$ cat config.mk
export PLATFORM = sky130hd
export DESIGN_NAME = three_channel_reload_down_timer_top
export DESIGN_NICKNAME = d
export VERILOG_FILES = /design/src/rtl/rdt_pkg.sv /design/src/rtl/rdt_presc.sv /design/src/rtl/rdt_chan.sv /design/src/rtl/three_channel_reload_down_timer_top.sv
export SDC_FILE = /design/constraint.sdc
export NUM_CORES = 1
export LEC_CHECK = 0
export BUFFER_PORTS_ARGS = -buffer_cell sky130_fd_sc_hd__buf_2
export CORE_ASPECT_RATIO = 1.5
export CORE_MARGIN = 4
export CORE_UTILIZATION = 30
export CTS_BUF_LIST = sky130_fd_sc_hd__clkbuf_8 sky130_fd_sc_hd__clkbuf_16
export CTS_CLUSTER_SIZE = 28
export DETAILED_ROUTE_END_ITERATION = 7
export GPL_TIMING_DRIVEN = 0
export PLACE_DENSITY_LB_ADDON = 0.05
export SLEW_MARGIN = 20
export SYNTH_ARGS = -nofsm -noshare
export SYNTH_HDL_FRONTEND = slang
export SYNTH_SLANG_ARGS = --single-unit
$ cat constraint.sdc
create_clock -name i_clk -period 9.1 [get_ports i_clk]
set_input_delay 0.455 -clock i_clk [delete_from_list [all_inputs] [get_ports i_clk]]
set_output_delay 0.455 -clock i_clk [all_outputs]
set_load 0.02 [all_outputs]
$ cat src/rtl/rdt_pkg.sv
package rdt_pkg;

    localparam int unsigned DATA_W  = 32;
    localparam int unsigned CTRL_W  = 16;
    localparam int unsigned BYTE_W  = 8;
    localparam int unsigned PRE_W   = 12;
    localparam int unsigned NUM_SEL = 5;
    localparam int unsigned OUT_W   = 3;

    localparam logic [CTRL_W-1:0] UNF_FLAG   = 16'h0100;
    localparam logic [CTRL_W-1:0] UNF_ENABLE = 16'h0020;
    localparam logic [2:0]        SEL_MASK   = 3'h7;
    localparam logic [DATA_W-1:0] ALL_ONES   = 32'hffff_ffff;

    localparam int unsigned UNF_BIT = 8;
    localparam int unsigned ENA_BIT = 5;

    typedef enum logic [1:0] {
        ACT_TICK  = 2'd0,
        ACT_READ  = 2'd1,
        ACT_WRITE = 2'd2,
        ACT_NOP   = 2'd3
    } t_action;

    typedef enum logic [2:0] {
        K_OUTCTL = 3'd0,
        K_START  = 3'd1,
        K_RELOAD = 3'd2,
        K_COUNT  = 3'd3,
        K_CTRL   = 3'd4,
        K_NONE   = 3'd5
    } t_reg_kind;

    typedef struct packed {
        t_reg_kind  kind;
        logic [2:0] chan;
    } t_reg_dec;

    typedef struct packed {
        logic               tick;
        logic [NUM_SEL-1:0] wrap;
        logic               start;
        logic               wr_reload;
        logic               wr_count;
        logic               wr_ctrl;
    } t_chan_cmd;

    typedef struct packed {
        logic [DATA_W-1:0] reload;
        logic [DATA_W-1:0] count;
        logic [CTRL_W-1:0] ctrl;
        logic              pulse;
        logic              irq;
    } t_chan_stat;

    function automatic t_reg_dec rdt_decode(input logic [3:0] idx);
        t_reg_dec d;
        d.chan = 3'd0;
        unique case (idx)
            4'd0:  d.kind = K_OUTCTL;
            4'd1:  d.kind = K_START;
            4'd2:  begin d.kind = K_RELOAD; d.chan = 3'd0; end
            4'd3:  begin d.kind = K_COUNT;  d.chan = 3'd0; end
            4'd4:  begin d.kind = K_CTRL;   d.chan = 3'd0; end
            4'd5:  begin d.kind = K_RELOAD; d.chan = 3'd1; end
            4'd6:  begin d.kind = K_COUNT;  d.chan = 3'd1; end
            4'd7:  begin d.kind = K_CTRL;   d.chan = 3'd1; end
            4'd8:  begin d.kind = K_RELOAD; d.chan = 3'd2; end
            4'd9:  begin d.kind = K_COUNT;  d.chan = 3'd2; end
            4'd10: begin d.kind = K_CTRL;   d.chan = 3'd2; end
            4'd11: begin d.kind = K_RELOAD; d.chan = 3'd3; end
            4'd12: begin d.kind = K_COUNT;  d.chan = 3'd3; end
            4'd13: begin d.kind = K_CTRL;   d.chan = 3'd3; end
            4'd14: begin d.kind = K_RELOAD; d.chan = 3'd4; end
            4'd15: begin d.kind = K_COUNT;  d.chan = 3'd4; end
            default: d.kind = K_NONE;
        endcase
        return d;
    endfunction

endpackage

$ cat src/rtl/rdt_presc.sv
module rdt_presc
    import rdt_pkg::*;
(
    input  logic               i_clk,
    input  logic               i_rst_n,
    input  logic               i_tick,
    output logic [NUM_SEL-1:0] o_wrap
);

    logic [PRE_W-1:0] r_count;
    logic [PRE_W-1:0] n_count;

    assign n_count = r_count + PRE_W'(1);

    always_comb begin
        for (int s = 0; s < NUM_SEL; s++) begin
            o_wrap[s] = ((n_count & PRE_W'((1 << (4 + 2 * s)) - 1)) == '0);
        end
    end

    always_ff @(posedge i_clk) begin
        if (!i_rst_n) begin
            r_count <= '0;
        end else if (i_tick) begin
            r_count <= n_count;
        end
    end

endmodule

$ cat src/rtl/rdt_chan.sv
module rdt_chan
    import rdt_pkg::*;
(
    input  logic              i_clk,
    input  logic              i_rst_n,
    input  t_chan_cmd         i_cmd,
    input  logic [DATA_W-1:0] i_data,
    output t_chan_stat        o_stat
);

    logic [DATA_W-1:0] r_reload;
    logic [DATA_W-1:0] r_count;
    logic [CTRL_W-1:0] r_ctrl;
    logic [DATA_W-1:0] n_count;
    logic [CTRL_W-1:0] n_ctrl;
    logic              sel_wrap;
    logic              go;
    logic              zero;

    always_comb begin
        unique case (r_ctrl[2:0] & SEL_MASK)
            3'd0:    sel_wrap = i_cmd.wrap[0];
            3'd1:    sel_wrap = i_cmd.wrap[1];
            3'd2:    sel_wrap = i_cmd.wrap[2];
            3'd3:    sel_wrap = i_cmd.wrap[3];
            3'd4:    sel_wrap = i_cmd.wrap[4];
            default: sel_wrap = 1'b0;
        endcase
    end

    assign go   = i_cmd.tick && i_cmd.start && sel_wrap;
    assign zero = (r_count == '0);

    always_comb begin
        n_count = r_count;
        n_ctrl  = r_ctrl;
        if (i_cmd.wr_count) begin
            n_count = i_data;
        end else if (go) begin
            n_count = zero ? r_reload : r_count - DATA_W'(1);
        end
        if (i_cmd.wr_ctrl) begin
            n_ctrl = i_data[CTRL_W-1:0];
        end else if (go && zero) begin
            n_ctrl = r_ctrl | UNF_FLAG;
        end
    end

    always_ff @(posedge i_clk) begin
        if (!i_rst_n) begin
            r_reload <= ALL_ONES;
            r_count  <= ALL_ONES;
            r_ctrl   <= '0;
        end else begin
            if (i_cmd.wr_reload) begin
                r_reload <= i_data;
            end
            r_count <= n_count;
            r_ctrl  <= n_ctrl;
        end
    end

    assign o_stat.reload = r_reload;
    assign o_stat.count  = r_count;
    assign o_stat.ctrl   = r_ctrl;
    assign o_stat.pulse  = go && zero;
    assign o_stat.irq    = n_ctrl[UNF_BIT] && n_ctrl[ENA_BIT];

endmodule

$ cat src/rtl/three_channel_reload_down_timer_top.sv
// Channel   Direction  Handshake                 Payload
// in        input      i_in_valid / o_in_ready   i_action, i_reg_index, i_write_data
// out       output     o_out_valid / i_out_ready o_read_data, o_interrupt_lines,
//                                                o_underflow_pulses
//
// One item per cycle while results are taken; each item passes through the input
// register, then the result register, with all channel logic in between.
// Reset: counters and reload values all ones, control, start, output control
// and prescaler zero.
// A stalled result holds the input register; in_ready drops only when both are full
// and the result is not taken.
module three_channel_reload_down_timer_top
    import rdt_pkg::*;
#(
    parameter int NUM_CHANNELS = 3
) (
    input  logic              i_clk,
    input  logic              i_rst_n,
    input  logic              i_in_valid,
    output logic              o_in_ready,
    input  logic [1:0]        i_action,
    input  logic [3:0]        i_reg_index,
    input  logic [DATA_W-1:0] i_write_data,
    output logic              o_out_valid,
    input  logic              i_out_ready,
    output logic [DATA_W-1:0] o_read_data,
    output logic [OUT_W-1:0]  o_interrupt_lines,
    output logic [OUT_W-1:0]  o_underflow_pulses
);

    localparam int CH_W   = (NUM_CHANNELS > 1) ? $clog2(NUM_CHANNELS) : 1;
    localparam int VEC_W  = (NUM_CHANNELS > OUT_W) ? NUM_CHANNELS : OUT_W;
    localparam logic [5:0] REG_END = 6'(2 + 3 * NUM_CHANNELS);

    logic              r_in_valid;
    t_action           r_action;
    logic [3:0]        r_idx;
    logic [DATA_W-1:0] r_data;

    logic              r_out_valid;
    logic [DATA_W-1:0] r_read_data;
    logic [OUT_W-1:0]  r_irq;
    logic [OUT_W-1:0]  r_pulse;

    logic [BYTE_W-1:0] r_outctl;
    logic [BYTE_W-1:0] r_start;

    logic               advance;
    logic               fire;
    logic               do_tick;
    logic               do_read;
    logic               do_write;
    t_reg_dec           dec;
    t_reg_kind          kind;
    logic [CH_W-1:0]    ch;
    logic [NUM_SEL-1:0] wrap;
    logic [DATA_W-1:0]  n_read_data;

    logic [NUM_CHANNELS-1:0] irq_vec;
    logic [NUM_CHANNELS-1:0] pulse_vec;
    logic [VEC_W-1:0]        irq_wide;
    logic [VEC_W-1:0]        pulse_wide;

    t_chan_cmd  cmd  [NUM_CHANNELS];
    t_chan_stat stat [NUM_CHANNELS];

    assign advance    = !r_out_valid || i_out_ready;
    assign fire       = r_in_valid && advance;
    assign o_in_ready = !r_in_valid || advance;

    always_ff @(posedge i_clk) begin
        if (!i_rst_n) begin
            r_in_valid <= 1'b0;
        end else if (o_in_ready) begin
            r_in_valid <= i_in_valid;
        end
    end

    always_ff @(posedge i_clk) begin
        if (o_in_ready && i_in_valid) begin
            r_action <= t_action'(i_action);
            r_idx    <= i_reg_index;
            r_data   <= i_write_data;
        end
    end

    always_comb begin
        do_tick  = 1'b0;
        do_read  = 1'b0;
        do_write = 1'b0;
        unique case (r_action)
            ACT_TICK:  do_tick  = fire;
            ACT_READ:  do_read  = fire;
            ACT_WRITE: do_write = fire;
            ACT_NOP:   ;
            default:   ;
        endcase
    end

    always_comb begin
        dec  = rdt_decode(r_idx);
        kind = ({2'b00, r_idx} >= REG_END) ? K_NONE : dec.kind;
        ch   = CH_W'(dec.chan);
    end

    rdt_presc u_presc (
        .i_clk   (i_clk),
        .i_rst_n (i_rst_n),
        .i_tick  (do_tick),
        .o_wrap  (wrap)
    );

    for (genvar c = 0; c < NUM_CHANNELS; c++) begin : g_chan
        always_comb begin
            cmd[c].tick      = do_tick;
            cmd[c].wrap      = wrap;
            cmd[c].start     = r_start[c];
            cmd[c].wr_reload = do_write && (kind == K_RELOAD) && (ch == CH_W'(c));
            cmd[c].wr_count  = do_write && (kind == K_COUNT) && (ch == CH_W'(c));
            cmd[c].wr_ctrl   = do_write && (kind == K_CTRL) && (ch == CH_W'(c));
        end

        rdt_chan u_chan (
            .i_clk   (i_clk),
            .i_rst_n (i_rst_n),
            .i_cmd   (cmd[c]),
            .i_data  (r_data),
            .o_stat  (stat[c])
        );

        assign irq_vec[c]   = stat[c].irq;
        assign pulse_vec[c] = stat[c].pulse;
    end

    always_ff @(posedge i_clk) begin
        if (!i_rst_n) begin
            r_outctl <= '0;
            r_start  <= '0;
        end else if (do_write) begin
            if (kind == K_OUTCTL) begin
                r_outctl <= r_data[BYTE_W-1:0];
            end
            if (kind == K_START) begin
                r_start <= r_data[BYTE_W-1:0];
            end
        end
    end

    always_comb begin
        n_read_data = '0;
        if (do_read) begin
            unique case (kind)
                K_OUTCTL: n_read_data = DATA_W'(r_outctl);
                K_START:  n_read_data = DATA_W'(r_start);
                K_RELOAD: n_read_data = stat[ch].reload;
                K_COUNT:  n_read_data = stat[ch].count;
                K_CTRL:   n_read_data = DATA_W'(stat[ch].ctrl);
                K_NONE:   n_read_data = '0;
                default:  n_read_data = '0;
            endcase
        end
    end

    assign irq_wide   = VEC_W'(irq_vec);
    assign pulse_wide = VEC_W'(pulse_vec);

    always_ff @(posedge i_clk) begin
        if (!i_rst_n) begin
            r_out_valid <= 1'b0;
        end else if (advance) begin
            r_out_valid <= r_in_valid;
        end
    end

    always_ff @(posedge i_clk) begin
        if (fire) begin
            r_read_data <= n_read_data;
            r_irq       <= irq_wide[OUT_W-1:0];
            r_pulse     <= pulse_wide[OUT_W-1:0];
        end
    end

    assign o_out_valid        = r_out_valid;
    assign o_read_data        = r_read_data;
    assign o_interrupt_lines  = r_irq;
    assign o_underflow_pulses = r_pulse;

endmodule

; Word level (Yosys, flattened, before mapping)
; Index checks and enable logic that the tools add are counted.
; Widths: inputs -> output; s select.
[totals]
ff_bits = 346
input_bits = 42
[op_classes]
add_sub_neg = 4
n_lt_le_gt_ge = 2
eq_ne = 35
muxes = 28
n_bitwise = 1
reduce_logical = 57
[op_table]
columns = op, count
row1 = $mux 32, 9
row2 = $bmux 82 s2, 1
row3 = $mux 82, 2
row4 = $pmux 32 s5, 1
row5 = $logic_not 32->1, 3
row6 = $sub 32x1->32 const B, 3
row7 = $logic_not 12->1, 5
row8 = $mux 16, 3
row9 = $eq 4x4->1 const B, 8
row10 = $mux 9, 3
row11 = $logic_and 1x1->1, 26
row12 = $eq 3x2->1 const B, 8
row13 = $eq 4x3->1 const B, 4
row14 = $pmux 1 s5, 3
row15 = $pmux 3 s5, 1
row16 = $add 12x1->12 const B, 1
row17 = $eq 3x1->1 const B, 4
row18 = $eq 3x3->1 const B, 4
row19 = $logic_not 3->1, 4
row20 = $reduce_or 5->1, 2
row21 = $reduce_or 3->1, 3
row22 = $eq 4x2->1 const B, 2
row23 = $pmux 2 s4, 1
row24 = $reduce_bool 2->1, 3
row25 = 15 further kinds, 23

; Depth between registers and ports, before layout
[logic_depth]
word_depth = 14
depth_mapped = 12

; Hierarchy
; Synthesis repeated with hierarchy kept, for this count alone.
[hier_totals]
hier_cells = 2096
hier_area_um2 = 19203.4
[modules_own_cells]
columns = mod, n_inst, cells_per_inst, area_per_inst_um2, seq_area_each_um2
row1 = rdt_chan at g_chan[0].u_chan ..., 2, 487, 4270.3, 1601.5
row2 = three_channel_reload_down_timer_top, 1, 540, 5683.0, 2642.5
row3 = rdt_chan at g_chan[2].u_chan, 1, 497, 4195.3, 1601.5
row4 = rdt_presc, 1, 85, 784.5, 240.2

; Least setup slack after synthesis
; Ideal clock, no wire load.
[synth_timing]
path_kind = input to register
startpoint = input port i_out_ready
endpoint = register r_outctl[1]
setup_ns = 0.116
t_arrival_ns = 2.923
required_ns = 8.984
path_slack_ns = 6.061
cell_stages = 7
path_buffers = 0
cell_sequence = nand2b_1 -> and2_1 -> nand2_1 -> or3_1 -> nor3_2 -> mux2i_1 -> nor2b_1
[synth_via]
elab_chain_cells = 4
[synth_rtl]
columns = element, line
row1 = start: declaration, three_channel_reload_down_timer_top.sv:25  ; input logic i_out_ready,
row2 = $logic_or 1x1->1, three_channel_reload_down_timer_top.sv:67  ; assign advance = !r_out_valid || i_out_ready;
row3 = $logic_and 1x1->1, three_channel_reload_down_timer_top.sv:68  ; assign fire = r_in_valid && advance;
row4 = via fire, three_channel_reload_down_timer_top.sv:49  ; logic fire;
row5 = $mux 1, three_channel_reload_down_timer_top.sv:91  ; unique case (r_action)
row6 = $reduce_and 2->1 (no source line), -
row7 = end signal: assignment, three_channel_reload_down_timer_top.sv:141  ; r_outctl <= r_data[BYTE_W-1:0];
row8 = end: declaration, three_channel_reload_down_timer_top.sv:45  ; logic [BYTE_W-1:0] r_outctl;
; The timed path passes the listed nets, and every way through them passes these cells.
; A chain may end at the register's enable or synchronous reset.

; Worst setup path after layout
[layout_timing]
startpoint = register r_idx[1]
endpoint = register r_read_data[12], in the netlist o_read_data[12], data pin
[layout_via]
elab_chain_cells = 8
elab_cells_between_ends = 37
classes_between = order compare: 1 / eq/ne: 19 / mux: 7 / bitwise: 1 / reduce/logical: 9
[layout_rtl]
columns = element, line
row1 = start: declaration, three_channel_reload_down_timer_top.sv:37  ; logic [3:0] r_idx;
row2 = start signal: assignment, three_channel_reload_down_timer_top.sv:82  ; r_idx <= i_reg_index;
row3 = $eq 4x4->1 / $eq 4x3->1 (equally long branches), rdt_pkg.sv:59  ; unique case (idx)
row4 = $reduce_or 3->1 (no source line) / $reduce_or 2->1 (equally long branches), -
row5 = $pmux 2 s4, rdt_pkg.sv:59
row6 = $not 2->3 (not written as such), "three_channel_reload_down_timer_top.sv:155, three_channel_reload_down_timer_top.sv:156, three_channel_reload_down_timer_top.sv:157"
row7 = $bmux 82 s2, "three_channel_reload_down_timer_top.sv:155, three_channel_reload_down_timer_top.sv:156, three_channel_reload_down_timer_top.sv:157"
row8 = $mux 82 (not written as such) (2 in series), three_channel_reload_down_timer_top.sv:157  ; K_CTRL: n_read_data = DATA_W'(stat[ch].ctrl);
row9 = $pmux 32 s5 (*), three_channel_reload_down_timer_top.sv:152  ; unique case (kind)
row10 = end signal: assignment, three_channel_reload_down_timer_top.sv:177  ; r_read_data <= n_read_data;
row11 = end: declaration, three_channel_reload_down_timer_top.sv:41  ; logic [DATA_W-1:0] r_read_data;
; Every way passes the cells marked *; elsewhere a longest branch is shown, timed or not. The select of a mux whose other input is x is not followed.

==> impl_metrics.py <==
metrics = {
    "outcome": {
        "status": "complete, no violations",
    },
    "clock_network": {
        "tritoncts": "built",
        "cts_root_buffer": "sky130_fd_sc_hd__clkbuf_16",
        "clk_latency_ns": 0.58,
        "post_cts.resized_instances": 0,
        "tritoncts_num_sinks": 346,
        "cts-buffers-inserted": 42,
        "count_of_hold_fix_buffers_inserted_at_cts": 0,
        "ctsLongestPathBuffers": 3,
        "ctsHtreeMaxLevel": 2,
        "cts_post_setup_buffers_inserted": 0,
        "clkSlewWorstSetupHoldPaths_ns": 0.06,
    },
    "logic_synthesis": {
        "postSynthRegisterBits": 346,
        "most_area_hungry_cell_type_in_the_yosys_netlist": "sky130_fd_sc_hd__dfxtp_1",
        "mappedNetlistNets": 2134,
        "postSynth.asyncResetShare": 0,
        "yosys.cell_types.count": 81,
        "synth.cell_area_mm2": 0.0181,
        "number_of_enable_flip_flop_cells_after_synthesis": 76,
        "synth_top_cells_by_area": "sky130_fd_sc_hd__dfxtp_1 (30%), sky130_fd_sc_hd__edfxtp_1 (13%), sky130_fd_sc_hd__mux2i_1 (8.7%)",
        "yosysTopAreaCellShare": 0.298,
        "syn_area_per_cell_um2": 8.69,
        "synthFlopType": "sky130_fd_sc_hd__dfxtp_1",
        "post-synth-top-count-cell": "sky130_fd_sc_hd__nand2_1",
        "synth-seq-area-share": 0.424,
        "synth-warning-count": 0,
        "synthTopCellsByCount": "sky130_fd_sc_hd__nand2_1 (375), sky130_fd_sc_hd__dfxtp_1 (270), sky130_fd_sc_hd__mux2i_1 (157)",
        "synthCells": 2087,
    },
    "grt": {
        "grt_pass1_wl_um": 119000,
        "gr-usage-met3": 0.0288,
        "globalRoute.busiestLayer": "met2",
        "antenna_found_initial": 0,
        "grt_use_total": 0.250,
        "first_global_vias": 16900,
        "grt_start_max_net_pins": 41,
        "grt_overflow": 0,
        "global_route.usage.met2": 0.446,
        "grt_util_met1": 0.283,
    },
    "cells_and_area": {
        "final-instance-count-excl-fill": 3029,
        "drive_above_1_share": 0.102,
        "area_added_between_synthesis_and_finish_pct": 15.7,
        "stdcell_area_mm2": 0.0210,
        "finalCoreUtilization": 0.350,
        "antenna_cells": 0,
        "finish.net_count": 2259,
    },
    "sta": {
        "timing.fmax_mhz": 249,
        "setup_repair_after_global_routing_missed_its_margin": "false",
        "hold_violations": 0,
        "setup_tns_ns": 0,
        "total_count_of_max_transition_violations_in_the_final_report": 0,
        "max_slew.worst_pin.slew_ns": 1.23,
        "timing.clock.skew_ns": 0.0209,
        "post-route-period-util": 0.442,
        "setup_viol": 0,
        "fin_crit_ns": 4.02,
        "worst_slew_margin_rel": 0.172,
        "final.hold.worst_slack_ns": 0.0442,
    },
    "power_and_ir_drop": {
        "worst_ir_drop_vdd_mv": 0.123,
        "power-per-cell-area_mw_per_mm2": 176,
        "leakagePower_nw": 7.68,
    },
    "drt": {
        "drt_wl_total_um": 82700,
        "wire_per_inst_um": 27.3,
        "detail_route.iter0.violations": 1208,
        "avgViaCountPerCell": 5.55,
        "final_antenna_net_count": 0,
        "route.vias.total": 16800,
        "drtPass1Iterations": 7,
        "drt_drc_violations_left": 0,
    },
    "critical_path": {
        "critPathCaptureType": "register",
        "worstPathMaxFanout": 10,
        "timing.critical_path.required_ns": 9.40,
        "path_class": "register to register",
        "critPathLaunchType": "register",
        "timing.critical_path.arrival_ns": 4.32,
    },
    "floorplanning": {
        "boundaryPins": 82,
        "initial_util": 0.302,
        "row_count": 110,
        "fp.dieArea_mm2": 0.0646,
        "core_region_area_mm2": 0.0600,
        "die-width_um": 209,
        "die_height_um": 309,
    },
    "job": {
        "max_cap_viol_count": 0,
    },
    "placement": {
        "detailed_place_hpwl_um": 62800,
        "gpl.final_weighted_congestion": 0.907,
        "place.detailed.instances": 2952,
        "io_buffer_count": 80,
        "post_dp_cell_area_mm2": 0.0196,
    },
    "min_path": {
        "min-delay-path-class": "input port to register",
    },
}
layout make-up:
class,instances,area [um2]
Timing Repair Buffer,81,408
Buffer,175,709
Clock inverter,29,255
Multi-Input combinational cell,1554,9740
Clock buffer,48,1170
Sequential cell,346,7690
Fill cell,6409,39000
Tap cell,784,981
Inverter,12,45.0
metal layers:
layer,part of all wire,up-vias
met1,0.39,8314
met3,0.039,208
met4,0.078,0
met2,0.50,520
met5,0,-
li1,-,7783
final timing paths:
check / from / endpoint / slack, ns / depth (start not counted)
worst max-delay path: r_idx[1]$_DFFE_PP_ / o_read_data[12]$_SDFFCE_PN0P_ / 5.08 / 8
worst min-delay path: i_write_data[12] / r_data[12]$_DFFE_PP_ / 0.04 / 1
worst max register to register: r_idx[1]$_DFFE_PP_ / o_read_data[12]$_SDFFCE_PN0P_ / 5.08 / 8
worst min register to register: g_chan[0].u_chan.r_ctrl[10]$_SDFFE_PN0P_ / g_chan[0].u_chan.r_ctrl[10]$_SDFFE_PN0P_ / 0.47 / 2
metrics by stage:
stage / total power (W) / worst slack, ns
2_1_floorplan: 0.00180 / 6.06
3_3_place_gp: 0.00194 / 3.93
3_5_place_dp: 0.00195 / 4.98
4_1_cts: 0.00373 / 5.07
5_1_grt: 0.00380 / 4.95
6_report: 0.00369 / 5.08
layout by cell type, fill, tap and decap left out, types with 45 or more instances in the layout:
cell type,n
sky130_fd_sc_hd__xnor2_1,56
sky130_fd_sc_hd__nand2_1,375
sky130_fd_sc_hd__nor2_1,150
sky130_fd_sc_hd__clkbuf_16,45
sky130_fd_sc_hd__buf_2,110
sky130_fd_sc_hd__nor2b_1,54
sky130_fd_sc_hd__clkbuf_1,129
sky130_fd_sc_hd__o21ai_0,55
sky130_fd_sc_hd__mux2i_1,157
sky130_fd_sc_hd__edfxtp_1,76
sky130_fd_sc_hd__nand3_1,120
sky130_fd_sc_hd__dfxtp_1,270
cells by family after synthesis:
family / Yosys count / share of synthesized area
AOI/OAI and AO/OA: 399 / 0.165
xor gates and xnor gates: 76 / 0.0367
adders and majority gates: 5 / 0.00345
buffers and inverters: 187 / 0.0416
DFF: 346 / 0.424
muxes: 169 / 0.0941
and+or+nand+nor: 905 / 0.235
power breakdown:
part	internal, W	switching [W]	total [W]	leakage (nW)
combinational	0.0000846	0.000208	0.000292	4.06
clock	0.00103	0.000746	0.00178	0.734
sequential	0.00159	0.0000269	0.00162	2.89
sequential cells by signal, indices dropped and copies added (netlist names):
signal,flops
g_chan.u_chan.r_count,96
g_chan.u_chan.r_reload,96
g_chan.u_chan.r_ctrl,48
o_read_data,32
r_data,32
u_presc.r_count,12
r_outctl,8
r_start,8
r_idx,4
o_interrupt_lines,3
o_underflow_pulses,3
r_action,2
o_out_valid,1
r_in_valid,1
critical path: stages (launching register included):
cell	delay, ns
sky130_fd_sc_hd__edfxtp_1	0.45
sky130_fd_sc_hd__buf_2	0.22
sky130_fd_sc_hd__a21boi_0	0.21
sky130_fd_sc_hd__clkbuf_1	0.51
sky130_fd_sc_hd__buf_1	0.76
sky130_fd_sc_hd__mux2i_1	0.39
sky130_fd_sc_hd__o22ai_1	0.26
sky130_fd_sc_hd__a222oi_1	0.81
sky130_fd_sc_hd__nor2_1	0.11
Note: power is estimated with default switching activity, not from simulation.
